[src/hw/rtl/dfs_pkg.sv]
package dfs_pkg;

  localparam logic OP_BEGIN = 1'b0;
  localparam logic OP_CAND  = 1'b1;

  localparam int         WEIGHT_BITS  = 8;
  localparam logic [7:0] WEIGHT_RESET = 8'd16;
  localparam int         FWD_SHIFT    = 4;

  localparam int OQ_DEPTH    = 8;
  localparam int OQ_PTR_BITS = $clog2(OQ_DEPTH);
  localparam int OQ_CNT_BITS = $clog2(OQ_DEPTH + 1);

  typedef enum logic [1:0] {
    DIR_UP    = 2'd0,
    DIR_DOWN  = 2'd1,
    DIR_LEFT  = 2'd2,
    DIR_RIGHT = 2'd3
  } dir_t;

  typedef enum logic [1:0] {
    SRC_NONE        = 2'd0,
    SRC_OVERRIDE    = 2'd1,
    SRC_DIRECTIONAL = 2'd2,
    SRC_WRAPPED     = 2'd3
  } src_t;

  // per-query flags that travel with every item of the query
  typedef struct packed {
    logic origin_nz;
    logic ovr_valid;
    logic wrap;
  } qflags_t;

  typedef struct packed {
    logic    valid;
    logic    is_begin;
    logic    emit;
    logic    cand_ok;
    logic    ahead;
    qflags_t q;
  } stg_ctl_t;

endpackage

[src/hw/rtl/dfs_geom.sv]
module dfs_geom #(
  parameter int C = 20,
  parameter int I = 16
) (
  input  logic                clk,
  input  logic                rst_n,
  input  logic                in_fire,
  input  logic                in_opcode,
  input  logic [I-1:0]        in_node_id,
  input  logic signed [C-1:0] in_rect_x,
  input  logic signed [C-1:0] in_rect_y,
  input  logic [C-2:0]        in_rect_w,
  input  logic [C-2:0]        in_rect_h,
  input  dfs_pkg::dir_t       in_direction,
  input  logic                in_wrap,
  input  logic [I-1:0]        in_ovr_id,
  input  logic                in_ovr_ok,
  input  logic                in_last,
  output logic                a_valid,
  output dfs_pkg::stg_ctl_t   b_ctl_r,
  output logic [I-1:0]        b_id_r,
  output logic [I-1:0]        b_ovr_id_r,
  output logic [C-1:0]        b_fwd_r,
  output logic [C-1:0]        b_gap_r,
  output logic signed [C+1:0] b_lo_r,
  output logic [C+1:0]        b_ux_r,
  output logic [C+1:0]        b_uy_r
);
  import dfs_pkg::*;

  localparam int SW = C + 2;
  localparam int AW = C + 3;
  localparam int PW = C + 4;

  // input stage
  logic                a_v_r;
  logic                a_op_r;
  logic [I-1:0]        a_id_r;
  logic signed [C-1:0] a_x_r;
  logic signed [C-1:0] a_y_r;
  logic [C-2:0]        a_w_r;
  logic [C-2:0]        a_h_r;
  dir_t                a_dir_r;
  logic                a_wrap_r;
  logic [I-1:0]        a_ovr_id_r;
  logic                a_ovr_ok_r;
  logic                a_last_r;

  // open query
  logic                open_r;
  logic [I-1:0]        o_key_r;
  logic signed [C-1:0] o_x_r;
  logic signed [C-1:0] o_y_r;
  logic [C-2:0]        o_w_r;
  logic [C-2:0]        o_h_r;
  dir_t                o_dir_r;
  qflags_t             o_flags_r;
  logic [I-1:0]        o_ovr_id_r;

  logic signed [SW-1:0] cx, cy, cw, ch, cxe, cye;
  logic signed [SW-1:0] ox, oy, ow, oh, oxe, oye;
  logic signed [SW-1:0] ca_lo, ca_hi, oa_lo, oa_hi, cs_lo, cs_hi, os_lo, os_hi;
  logic signed [AW-1:0] csum, osum, fwd_d, gap1, gap2, gap_m;
  logic signed [PW-1:0] pcx, pcy, pox, poy, dx, dy, ndx, ndy;
  logic                 is_begin;
  qflags_t              a_flags;
  stg_ctl_t             b_ctl_nxt;

  assign a_valid  = a_v_r;
  assign is_begin = (a_op_r == OP_BEGIN);

  always_ff @(posedge clk) begin
    if (!rst_n) begin
      a_v_r <= 1'b0;
    end else begin
      a_v_r <= in_fire;
    end
  end

  always_ff @(posedge clk) begin
    if (in_fire) begin
      a_op_r     <= in_opcode;
      a_id_r     <= in_node_id;
      a_x_r      <= in_rect_x;
      a_y_r      <= in_rect_y;
      a_w_r      <= in_rect_w;
      a_h_r      <= in_rect_h;
      a_dir_r    <= in_direction;
      a_wrap_r   <= in_wrap;
      a_ovr_id_r <= in_ovr_id;
      a_ovr_ok_r <= in_ovr_ok;
      a_last_r   <= in_last;
    end
  end

  assign a_flags.origin_nz = (a_id_r != '0);
  assign a_flags.ovr_valid = a_ovr_ok_r && (a_ovr_id_r != '0);
  assign a_flags.wrap      = a_wrap_r;

  always_ff @(posedge clk) begin
    if (!rst_n) begin
      open_r  <= 1'b0;
      o_key_r <= '0;
    end else if (a_v_r && is_begin) begin
      open_r  <= !a_last_r;
      o_key_r <= a_id_r;
    end else if (a_v_r && a_last_r) begin
      open_r  <= 1'b0;
    end
  end

  always_ff @(posedge clk) begin
    if (a_v_r && is_begin) begin
      o_x_r      <= a_x_r;
      o_y_r      <= a_y_r;
      o_w_r      <= a_w_r;
      o_h_r      <= a_h_r;
      o_dir_r    <= a_dir_r;
      o_flags_r  <= a_flags;
      o_ovr_id_r <= a_ovr_id_r;
    end
  end

  assign cx  = SW'(a_x_r);
  assign cy  = SW'(a_y_r);
  assign cw  = SW'(a_w_r);
  assign ch  = SW'(a_h_r);
  assign cxe = cx + cw;
  assign cye = cy + ch;
  assign ox  = SW'(o_x_r);
  assign oy  = SW'(o_y_r);
  assign ow  = SW'(o_w_r);
  assign oh  = SW'(o_h_r);
  assign oxe = ox + ow;
  assign oye = oy + oh;

  // spans along the travel axis, flipped so that ahead is larger
  always_comb begin
    unique case (o_dir_r)
      DIR_UP: begin
        ca_lo = -cye; ca_hi = -cy; oa_lo = -oye; oa_hi = -oy;
        cs_lo = cx;   cs_hi = cxe; os_lo = ox;   os_hi = oxe;
      end
      DIR_DOWN: begin
        ca_lo = cy;   ca_hi = cye; oa_lo = oy;   oa_hi = oye;
        cs_lo = cx;   cs_hi = cxe; os_lo = ox;   os_hi = oxe;
      end
      DIR_LEFT: begin
        ca_lo = -cxe; ca_hi = -cx; oa_lo = -oxe; oa_hi = -ox;
        cs_lo = cy;   cs_hi = cye; os_lo = oy;   os_hi = oye;
      end
      default: begin
        ca_lo = cx;   ca_hi = cxe; oa_lo = ox;   oa_hi = oxe;
        cs_lo = cy;   cs_hi = cye; os_lo = oy;   os_hi = oye;
      end
    endcase
  end

  assign csum  = AW'(ca_lo) + AW'(ca_hi);
  assign osum  = AW'(oa_lo) + AW'(oa_hi);
  assign fwd_d = AW'(ca_lo) - AW'(oa_hi);
  assign gap1  = AW'(cs_lo) - AW'(os_hi);
  assign gap2  = AW'(os_lo) - AW'(cs_hi);
  assign gap_m = (gap1 > gap2) ? gap1 : gap2;

  // doubled centres
  assign pcx = (PW'(cx) <<< 1) + PW'(cw);
  assign pcy = (PW'(cy) <<< 1) + PW'(ch);
  assign pox = (PW'(ox) <<< 1) + PW'(ow);
  assign poy = (PW'(oy) <<< 1) + PW'(oh);
  assign dx  = pcx - pox;
  assign dy  = pcy - poy;
  assign ndx = -dx;
  assign ndy = -dy;

  always_comb begin
    b_ctl_nxt.valid    = a_v_r;
    b_ctl_nxt.is_begin = is_begin;
    b_ctl_nxt.emit     = a_last_r && (is_begin || open_r);
    b_ctl_nxt.cand_ok  = !is_begin && open_r && (a_id_r != '0) && (a_id_r != o_key_r);
    b_ctl_nxt.ahead    = (csum > osum);
    b_ctl_nxt.q        = is_begin ? a_flags : o_flags_r;
  end

  always_ff @(posedge clk) begin
    if (!rst_n) begin
      b_ctl_r <= '0;
    end else begin
      b_ctl_r <= b_ctl_nxt;
    end
  end

  always_ff @(posedge clk) begin
    b_id_r     <= a_id_r;
    b_ovr_id_r <= is_begin ? a_ovr_id_r : o_ovr_id_r;
    b_fwd_r    <= fwd_d[AW-1] ? '0 : fwd_d[C-1:0];
    b_gap_r    <= gap_m[AW-1] ? '0 : gap_m[C-1:0];
    b_lo_r     <= ca_lo;
    b_ux_r     <= dx[PW-1] ? ndx[C+1:0] : dx[C+1:0];
    b_uy_r     <= dy[PW-1] ? ndy[C+1:0] : dy[C+1:0];
  end

endmodule

[src/hw/rtl/dfs_score.sv]
module dfs_score #(
  parameter int C = 20,
  parameter int I = 16
) (
  input  logic                       clk,
  input  logic                       rst_n,
  input  logic [7:0]                 weight,
  input  dfs_pkg::stg_ctl_t          b_ctl_r,
  input  logic [I-1:0]               b_id_r,
  input  logic [I-1:0]               b_ovr_id_r,
  input  logic [C-1:0]               b_fwd_r,
  input  logic [C-1:0]               b_gap_r,
  input  logic signed [C+1:0]        b_lo_r,
  input  logic [C+1:0]               b_ux_r,
  input  logic [C+1:0]               b_uy_r,
  output dfs_pkg::stg_ctl_t          c_ctl_r,
  output logic [I-1:0]               c_id_r,
  output logic [I-1:0]               c_ovr_id_r,
  output logic signed [C+9:0]        c_sc_r,
  output logic signed [C+9:0]        c_ws_r,
  output logic [2*C+4:0]             c_dist_r
);
  import dfs_pkg::*;

  localparam int SCW = C + 10;
  localparam int DW  = 2 * C + 5;
  localparam int SDW = C + WEIGHT_BITS;

  logic [SDW-1:0]        side;
  logic [2*C+3:0]        sqx, sqy;
  logic signed [SCW-1:0] sc, ws;

  assign side = SDW'(weight) * SDW'(b_gap_r);
  assign sqx  = b_ux_r * b_ux_r;
  assign sqy  = b_uy_r * b_uy_r;
  assign sc   = (SCW'(b_fwd_r) << FWD_SHIFT) + SCW'(side);
  assign ws   = (SCW'(b_lo_r) <<< FWD_SHIFT) + SCW'(side);

  always_ff @(posedge clk) begin
    if (!rst_n) begin
      c_ctl_r <= '0;
    end else begin
      c_ctl_r <= b_ctl_r;
    end
  end

  always_ff @(posedge clk) begin
    c_id_r     <= b_id_r;
    c_ovr_id_r <= b_ovr_id_r;
    c_sc_r     <= sc;
    c_ws_r     <= ws;
    c_dist_r   <= DW'(sqx) + DW'(sqy);
  end

endmodule

[src/hw/rtl/dfs_best.sv]
module dfs_best #(
  parameter int C = 20,
  parameter int I = 16
) (
  input  logic                clk,
  input  logic                rst_n,
  input  dfs_pkg::stg_ctl_t   c_ctl_r,
  input  logic [I-1:0]        c_id_r,
  input  logic [I-1:0]        c_ovr_id_r,
  input  logic signed [C+9:0] c_sc_r,
  input  logic signed [C+9:0] c_ws_r,
  input  logic [2*C+4:0]      c_dist_r,
  output logic                push,
  output logic                push_found,
  output logic [I-1:0]        push_id,
  output dfs_pkg::src_t       push_src
);
  import dfs_pkg::*;

  localparam int SCW = C + 10;
  localparam int DW  = 2 * C + 5;

  logic [I-1:0]          ah_id_r, ah_id_nxt, wr_id_r, wr_id_nxt;
  logic signed [SCW-1:0] ah_sc_r, ah_sc_nxt, wr_sc_r, wr_sc_nxt;
  logic [DW-1:0]         ah_dist_r, ah_dist_nxt, wr_dist_r, wr_dist_nxt;
  logic                  ah_take, wr_take;

  // an empty best (id zero) is beaten by any candidate
  assign ah_take = c_ctl_r.cand_ok && c_ctl_r.ahead &&
                   ((ah_id_r == '0) || (c_sc_r < ah_sc_r) ||
                    ((c_sc_r == ah_sc_r) && (c_dist_r < ah_dist_r)));
  assign wr_take = c_ctl_r.cand_ok &&
                   ((wr_id_r == '0) || (c_ws_r < wr_sc_r) ||
                    ((c_ws_r == wr_sc_r) && (c_dist_r < wr_dist_r)));

  always_comb begin
    ah_id_nxt   = ah_id_r;
    ah_sc_nxt   = ah_sc_r;
    ah_dist_nxt = ah_dist_r;
    wr_id_nxt   = wr_id_r;
    wr_sc_nxt   = wr_sc_r;
    wr_dist_nxt = wr_dist_r;
    if (c_ctl_r.valid && c_ctl_r.is_begin) begin
      ah_id_nxt = '0;
      wr_id_nxt = '0;
    end else if (c_ctl_r.valid) begin
      if (ah_take) begin
        ah_id_nxt   = c_id_r;
        ah_sc_nxt   = c_sc_r;
        ah_dist_nxt = c_dist_r;
      end
      if (wr_take) begin
        wr_id_nxt   = c_id_r;
        wr_sc_nxt   = c_ws_r;
        wr_dist_nxt = c_dist_r;
      end
    end
  end

  always_ff @(posedge clk) begin
    if (!rst_n) begin
      ah_id_r <= '0;
      wr_id_r <= '0;
    end else begin
      ah_id_r <= ah_id_nxt;
      wr_id_r <= wr_id_nxt;
    end
  end

  always_ff @(posedge clk) begin
    ah_sc_r   <= ah_sc_nxt;
    ah_dist_r <= ah_dist_nxt;
    wr_sc_r   <= wr_sc_nxt;
    wr_dist_r <= wr_dist_nxt;
  end

  assign push = c_ctl_r.valid && c_ctl_r.emit;

  always_comb begin
    push_found = 1'b1;
    push_id    = '0;
    push_src   = SRC_NONE;
    priority if (!c_ctl_r.q.origin_nz) begin
      push_found = 1'b0;
    end else if (c_ctl_r.q.ovr_valid) begin
      push_id  = c_ovr_id_r;
      push_src = SRC_OVERRIDE;
    end else if (ah_id_nxt != '0) begin
      push_id  = ah_id_nxt;
      push_src = SRC_DIRECTIONAL;
    end else if (c_ctl_r.q.wrap && (wr_id_nxt != '0)) begin
      push_id  = wr_id_nxt;
      push_src = SRC_WRAPPED;
    end else begin
      push_found = 1'b0;
    end
  end

endmodule

[src/hw/rtl/dfs_outq.sv]
module dfs_outq #(
  parameter int I = 16
) (
  input  logic                                clk,
  input  logic                                rst_n,
  input  logic                                push,
  input  logic                                push_found,
  input  logic [I-1:0]                        push_id,
  input  dfs_pkg::src_t                       push_src,
  input  logic                                pop,
  output logic                                q_valid,
  output logic                                q_found,
  output logic [I-1:0]                        q_id,
  output dfs_pkg::src_t                       q_src,
  output logic [dfs_pkg::OQ_CNT_BITS-1:0]     q_count
);
  import dfs_pkg::*;

  localparam int EW = I + 3;

  logic [EW-1:0]          mem [OQ_DEPTH];
  logic [OQ_PTR_BITS-1:0] wr_ptr_r, rd_ptr_r;
  logic [OQ_CNT_BITS-1:0] cnt_r;
  logic                   do_pop;

  assign do_pop = pop && (cnt_r != '0);

  always_ff @(posedge clk) begin
    if (push) begin
      mem[wr_ptr_r] <= {push_found, push_id, push_src};
    end
  end

  always_ff @(posedge clk) begin
    if (!rst_n) begin
      wr_ptr_r <= '0;
      rd_ptr_r <= '0;
      cnt_r    <= '0;
    end else begin
      if (push) begin
        wr_ptr_r <= wr_ptr_r + 1'b1;
      end
      if (do_pop) begin
        rd_ptr_r <= rd_ptr_r + 1'b1;
      end
      cnt_r <= cnt_r + OQ_CNT_BITS'(push) - OQ_CNT_BITS'(do_pop);
    end
  end

  assign q_valid = (cnt_r != '0);
  assign q_count = cnt_r;
  assign q_found = mem[rd_ptr_r][EW-1];
  assign q_id    = mem[rd_ptr_r][EW-2:2];
  assign q_src   = src_t'(mem[rd_ptr_r][1:0]);

endmodule

[src/hw/rtl/directional_focus_select.sv]
// An item with tlast passes the input, geometry and score registers into the result queue.
// Throughput: one input item per cycle while in_tready is high; the score and best-compare
//   path is three register stages deep and an 8-entry result queue decouples the output side.
// in_tready drops only when queued results plus items in the pipeline fill that queue.
// Reset (rst_n low, synchronous): no query open, bests empty, queue empty,
//   sideways_weight back to 16 (1.0 in Q4.4).
module directional_focus_select #(
  parameter int COORD_BITS = 20,
  parameter int ID_BITS    = 16
) (
  input  logic clk,
  input  logic rst_n,
  // node_id, rect_x, rect_y, rect_w, rect_h, direction, wrap_around, override_id,
  // override_ok (lowest bit up), zero padded to bytes
  input  logic [((2*ID_BITS+4*COORD_BITS+2+7)/8)*8-1:0] in_tdata,
  input  logic in_tuser,   // opcode
  input  logic in_tlast,   // last
  input  logic in_tvalid,
  output logic in_tready,
  // found, target_id (lowest bit up), zero padded to bytes
  output logic [((ID_BITS+1+7)/8)*8-1:0] out_tdata,
  output logic [1:0] out_tuser,   // source
  output logic out_tvalid,
  input  logic out_tready,
  input  logic cfg_wr_en,
  input  logic [dfs_pkg::WEIGHT_BITS-1:0] cfg_wr_data
);
  import dfs_pkg::*;

  localparam int C        = COORD_BITS;
  localparam int I        = ID_BITS;
  localparam int OUT_DW   = ((I + 1 + 7) / 8) * 8;
  localparam int OFF_X    = I;
  localparam int OFF_Y    = I + C;
  localparam int OFF_W    = I + 2 * C;
  localparam int OFF_H    = I + 3 * C - 1;
  localparam int OFF_DIR  = I + 4 * C - 2;
  localparam int OFF_WRAP = OFF_DIR + 2;
  localparam int OFF_OVR  = OFF_WRAP + 1;
  localparam int OFF_OK   = OFF_OVR + I;

  logic [WEIGHT_BITS-1:0] weight_r;
  logic                   in_fire;
  logic                   a_valid;

  stg_ctl_t               b_ctl, c_ctl;
  logic [I-1:0]           b_id, b_ovr_id, c_id, c_ovr_id;
  logic [C-1:0]           b_fwd, b_gap;
  logic signed [C+1:0]    b_lo;
  logic [C+1:0]           b_ux, b_uy;
  logic signed [C+9:0]    c_sc, c_ws;
  logic [2*C+4:0]         c_dist;

  logic                   push, push_found;
  logic [I-1:0]           push_id;
  src_t                   push_src;
  logic                   q_found;
  logic [I-1:0]           q_id;
  src_t                   q_src;
  logic [OQ_CNT_BITS-1:0] q_count;
  logic [OQ_CNT_BITS-1:0] committed;

  always_ff @(posedge clk) begin
    if (!rst_n) begin
      weight_r <= WEIGHT_RESET;
    end else if (cfg_wr_en) begin
      weight_r <= cfg_wr_data;
    end
  end

  // reserve a queue slot for every item still in the pipeline
  assign committed = q_count + OQ_CNT_BITS'(a_valid) + OQ_CNT_BITS'(b_ctl.valid) +
                     OQ_CNT_BITS'(c_ctl.valid);
  assign in_tready = (committed < OQ_CNT_BITS'(OQ_DEPTH));
  assign in_fire   = in_tvalid && in_tready;

  dfs_geom #(.C(C), .I(I)) u_geom (
    .clk          (clk),
    .rst_n        (rst_n),
    .in_fire      (in_fire),
    .in_opcode    (in_tuser),
    .in_node_id   (in_tdata[I-1:0]),
    .in_rect_x    (in_tdata[OFF_X +: C]),
    .in_rect_y    (in_tdata[OFF_Y +: C]),
    .in_rect_w    (in_tdata[OFF_W +: C-1]),
    .in_rect_h    (in_tdata[OFF_H +: C-1]),
    .in_direction (dir_t'(in_tdata[OFF_DIR +: 2])),
    .in_wrap      (in_tdata[OFF_WRAP]),
    .in_ovr_id    (in_tdata[OFF_OVR +: I]),
    .in_ovr_ok    (in_tdata[OFF_OK]),
    .in_last      (in_tlast),
    .a_valid      (a_valid),
    .b_ctl_r      (b_ctl),
    .b_id_r       (b_id),
    .b_ovr_id_r   (b_ovr_id),
    .b_fwd_r      (b_fwd),
    .b_gap_r      (b_gap),
    .b_lo_r       (b_lo),
    .b_ux_r       (b_ux),
    .b_uy_r       (b_uy)
  );

  dfs_score #(.C(C), .I(I)) u_score (
    .clk        (clk),
    .rst_n      (rst_n),
    .weight     (weight_r),
    .b_ctl_r    (b_ctl),
    .b_id_r     (b_id),
    .b_ovr_id_r (b_ovr_id),
    .b_fwd_r    (b_fwd),
    .b_gap_r    (b_gap),
    .b_lo_r     (b_lo),
    .b_ux_r     (b_ux),
    .b_uy_r     (b_uy),
    .c_ctl_r    (c_ctl),
    .c_id_r     (c_id),
    .c_ovr_id_r (c_ovr_id),
    .c_sc_r     (c_sc),
    .c_ws_r     (c_ws),
    .c_dist_r   (c_dist)
  );

  dfs_best #(.C(C), .I(I)) u_best (
    .clk        (clk),
    .rst_n      (rst_n),
    .c_ctl_r    (c_ctl),
    .c_id_r     (c_id),
    .c_ovr_id_r (c_ovr_id),
    .c_sc_r     (c_sc),
    .c_ws_r     (c_ws),
    .c_dist_r   (c_dist),
    .push       (push),
    .push_found (push_found),
    .push_id    (push_id),
    .push_src   (push_src)
  );

  dfs_outq #(.I(I)) u_outq (
    .clk        (clk),
    .rst_n      (rst_n),
    .push       (push),
    .push_found (push_found),
    .push_id    (push_id),
    .push_src   (push_src),
    .pop        (out_tready),
    .q_valid    (out_tvalid),
    .q_found    (q_found),
    .q_id       (q_id),
    .q_src      (q_src),
    .q_count    (q_count)
  );

  assign out_tdata = OUT_DW'({q_id, q_found});
  assign out_tuser = q_src;

endmodule

[config.mk]
export PLATFORM = sky130hd
export DESIGN_NAME = directional_focus_select
export DESIGN_NICKNAME = d
export VERILOG_FILES = /design/src/hw/rtl/dfs_pkg.sv /design/src/hw/rtl/dfs_geom.sv /design/src/hw/rtl/dfs_score.sv /design/src/hw/rtl/dfs_best.sv /design/src/hw/rtl/dfs_outq.sv /design/src/hw/rtl/directional_focus_select.sv
export SDC_FILE = /design/constraint.sdc
export NUM_CORES = 2
export LEC_CHECK = 0
export BUFFER_PORTS_ARGS = -buffer_cell sky130_fd_sc_hd__buf_2
export CAP_MARGIN = 20
export CORE_MARGIN = 2
export CORE_UTILIZATION = 45
export DETAILED_ROUTE_END_ITERATION = 16
export PLACE_DENSITY = 0.57
export SYNTH_ARGS = -nofsm -noshare
export SYNTH_HDL_FRONTEND = slang
export SYNTH_SLANG_ARGS = --single-unit
[constraint.sdc]
create_clock -name clk -period 22.5 [get_ports clk]
set_clock_uncertainty 0.05 [all_clocks]
set_input_delay 4.5 -clock clk [delete_from_list [all_inputs] [get_ports clk]]
set_output_delay 4.5 -clock clk [all_outputs]
set_load 0.01 [all_outputs]
==> results.yml <==
status:
  status: "finished clean"
grt:
  antenna_found_initial: 6
  grt_pass1_wl_um: 368000
  grt_pass1_vias: 62500
  gr-total-overflow: 0
  grt_max_degree: 149
  track_usage_pct: 24.9
die:
  num_rows: 159
  die_x_um: 439
  initial_core_util_pct: 45.3
  ioPinCount: 163
  die_height_um: 439
  dieArea_um2: 193000
  coreArea_um2: 188000
critical_path:
  slowest_stage: "nor2_1"
  cp_slowest_stage_delay_ns: 0.72
  worst-r2r-setup-slack_ns: 12.99
  critPathMaxFanout: 15
  critPathRequiredTime_ns: 23.03
  r2r_cells: 28
  cp_common_cell: "fa_1"
  critPathLaunchType: "flop"
  crit_family: "adder cells"
  cp-end-kind: "flop"
  crit_buf_inv: 8
  path_class: "flop to flop"
  critPathArrivalTime_ns: 10.04
  worst_r2r_endpoint: "u_score.c_dist_r[43]"
  reg2reg_from: "u_geom.b_ux_r[1]"
synthesis:
  synth.area.top_cells: "fa_1, edfxtp_1, ha_1"
  seq_area_frac_synth_pct: 26.6
  synth_edf_count: 516
  avgSynthCellArea_um2: 10.1
  synth_cells: 8482
  yosysTopAreaCell: "fa_1"
  synth-seq-cells: 873
  synthesis.area_um2: 85200
  synth_top_area_share_pct: 23.0
  ys_async_sr_fraction_pct: 0
  synth_warnings: 0
  synth_cell_types: 97
  synthFlopType: "edfxtp_1"
place:
  place.gp.congestion: 0.927
  hpwl_um: 191000
  numPortBuffers: 149
clock_network:
  cts_buffers: 98
  cts_tree: "done"
  cts.reportedPaths.clkPinSlew_ns: 0.06
  clock_latency_ns: 0.75
  ctsHoldBuffers: 0
  cts_setup_buffers: 0
  cts.sinks: 873
  htree_levels: 3
  cts_resized: 0
  cts_buffer_depth: 3
  clockRootBuffer: "clkbuf_16"
timing:
  hold_violations: 0
  rsz0062_at_grt: "no"
  holdWs_ns: 0.277
  period_share_pct: 42.3
  period_needed_ns: 9.51
  finalSetupViolations: 0
  worst-slew-pin-transition_ns: 1.07
  max_freq_ghz: 0.105
  slew_headroom_pct: 27.9
  maxSlewViolCount: 0
  setup_tns_ns: 0
layout:
  fillers: 17500
  multi_input_area_um2: 56100
  drive_gt1_share_pct: 7.75
  area_growth_pct: 8.69
  nets: 10600
  seq_area_um2: 22600
hold_path:
  min_to: "u_score.c_ovr_id_r[9]"
  min_from: "u_geom.b_ovr_id_r[9]"
  hold_path_class: "flop to flop"
  hold_depth: 0
routing:
  dr.pass1.iters: 5
  wl_um: 236000
  route.detailed.drc: 0
  viasPerCell: 5.38
  num_vias: 60400
  wl_per_cell_um: 21.0
  final_antenna_net_count: 0
  drtIter0Drc: 4181
flow_run:
  maxCapViolations: 0
## through the flow
stage	instances	util, %	area [µm²]	setup slack, ns
finish	11200	49.3	92700	12.99
floorplan	8489	-	85300	14.38
CTS	11200	49.3	92600	12.92
global route	11200	49.3	92700	12.57
detailed placement	11000	47.4	89200	13.01
global placement	11000	47.4	89200	12.97
## cell type report
class / instances / area share, %
Multi-Input combinational cell: 5861 / 60.5
Sequential cell: 873 / 24.4
Inverter: 1531 / 6.21
Tap cell: 2495 / 3.37
Clock buffer: 138 / 3.07
Timing Repair Buffer: 262 / 1.75
Clock inverter: 48 / 0.624
Antenna cell: 2 / 0.00540
## sequential cells by signal, indices dropped and copies added (netlist names), 22 cells and up, named ones only
name,flops
u_outq.mem,152
u_best.ah_dist_r,45
u_best.wr_dist_r,45
u_score.c_dist_r,45
u_best.wr_sc_r,30
u_score.c_ws_r,30
u_best.ah_sc_r,29
u_score.c_sc_r,25
u_geom.b_lo_r,22
u_geom.b_ux_r,22
u_geom.b_uy_r,22
## cell families after synthesis
group                      synth area share, %
buffers and inverters                     7.77
other                                  0.00440
xor gates and xnor gates                  4.97
and+or+nand+nor                           12.3
muxes                                     3.94
adders and majority gates                 35.3
DFF                                       26.6
AOI/OAI and AO/OA                         9.16
## synth_stat cells, types with 86 or more instances
master and number:
ha_1 834, dfxtp_1 357, xor2_1 141, xnor2_1 341, inv_1 1529, edfxtp_1 516, o21ai_0 246, nand2_1 693
a21oi_1 304, fa_1 980, clkbuf_1 189, nor3_1 147, nand3_1 130, nor2_1 411, a21o_1 138, mux4_2 86
and2_1 306
## routing by layer
layer	wire, µm	share of wire [%]	track usage [%]	vias to the layer above
li1	-	-	-	28500
met1	99800	42	32.3	30000
met2	113000	48	41.8	1492
met3	10300	4.4	2.67	399
met4	12800	5.4	11.7	0
met5	0	0	0	-
## layout by cell type, fill, tap and decap left out, types with 70 or more instances in the layout
cell / instances
clkbuf_16: 104
o21ai_0: 246
o21a_1: 82
buf_4: 106
nor2_1: 405
xnor2_1: 341
mux2i_1: 76
nand2_1: 693
nand3_1: 130
ha_1: 834
a21o_1: 138
inv_1: 1527
nand2b_1: 70
fa_1: 980
buf_2: 150
dfxtp_1: 356
mux4_2: 86
xor2_1: 141
and2_1: 305
nor3_1: 142
edfxtp_1: 516
a21oi_1: 302
## worst reg2reg max path, delay by kind of cell, from the launching register on
kind / cells / cell delay (ns)
AO/OA/AOI/OAI: 7 / 2.42
AND/OR/NAND/NOR: 3 / 1.14
adder cells (fa/ha/maj): 10 / 4.30
buffers and inverters: 8 / 1.12
flip-flops: 1 / 0.30
## worst max path at each step
stage          cells after the start  slack (ns)               from                   end
2_1_floorplan                     28       14.38  u_geom.b_ux_r[10]  u_score.c_dist_r[41]
3_3_place_gp                      28       12.97   u_geom.b_ux_r[1]  u_score.c_dist_r[43]
3_5_place_dp                      23       13.01   u_geom.b_ux_r[2]  u_score.c_dist_r[43]
4_1_cts                           26       12.92   u_geom.b_ux_r[1]  u_score.c_dist_r[43]
5_1_grt                           26       12.57   u_geom.b_ux_r[1]  u_score.c_dist_r[43]
6_report                          28       12.99   u_geom.b_ux_r[1]  u_score.c_dist_r[43]
Power is not shown: default switching activity piles up to over one toggle a cycle in this logic, so the estimate is an artifact.
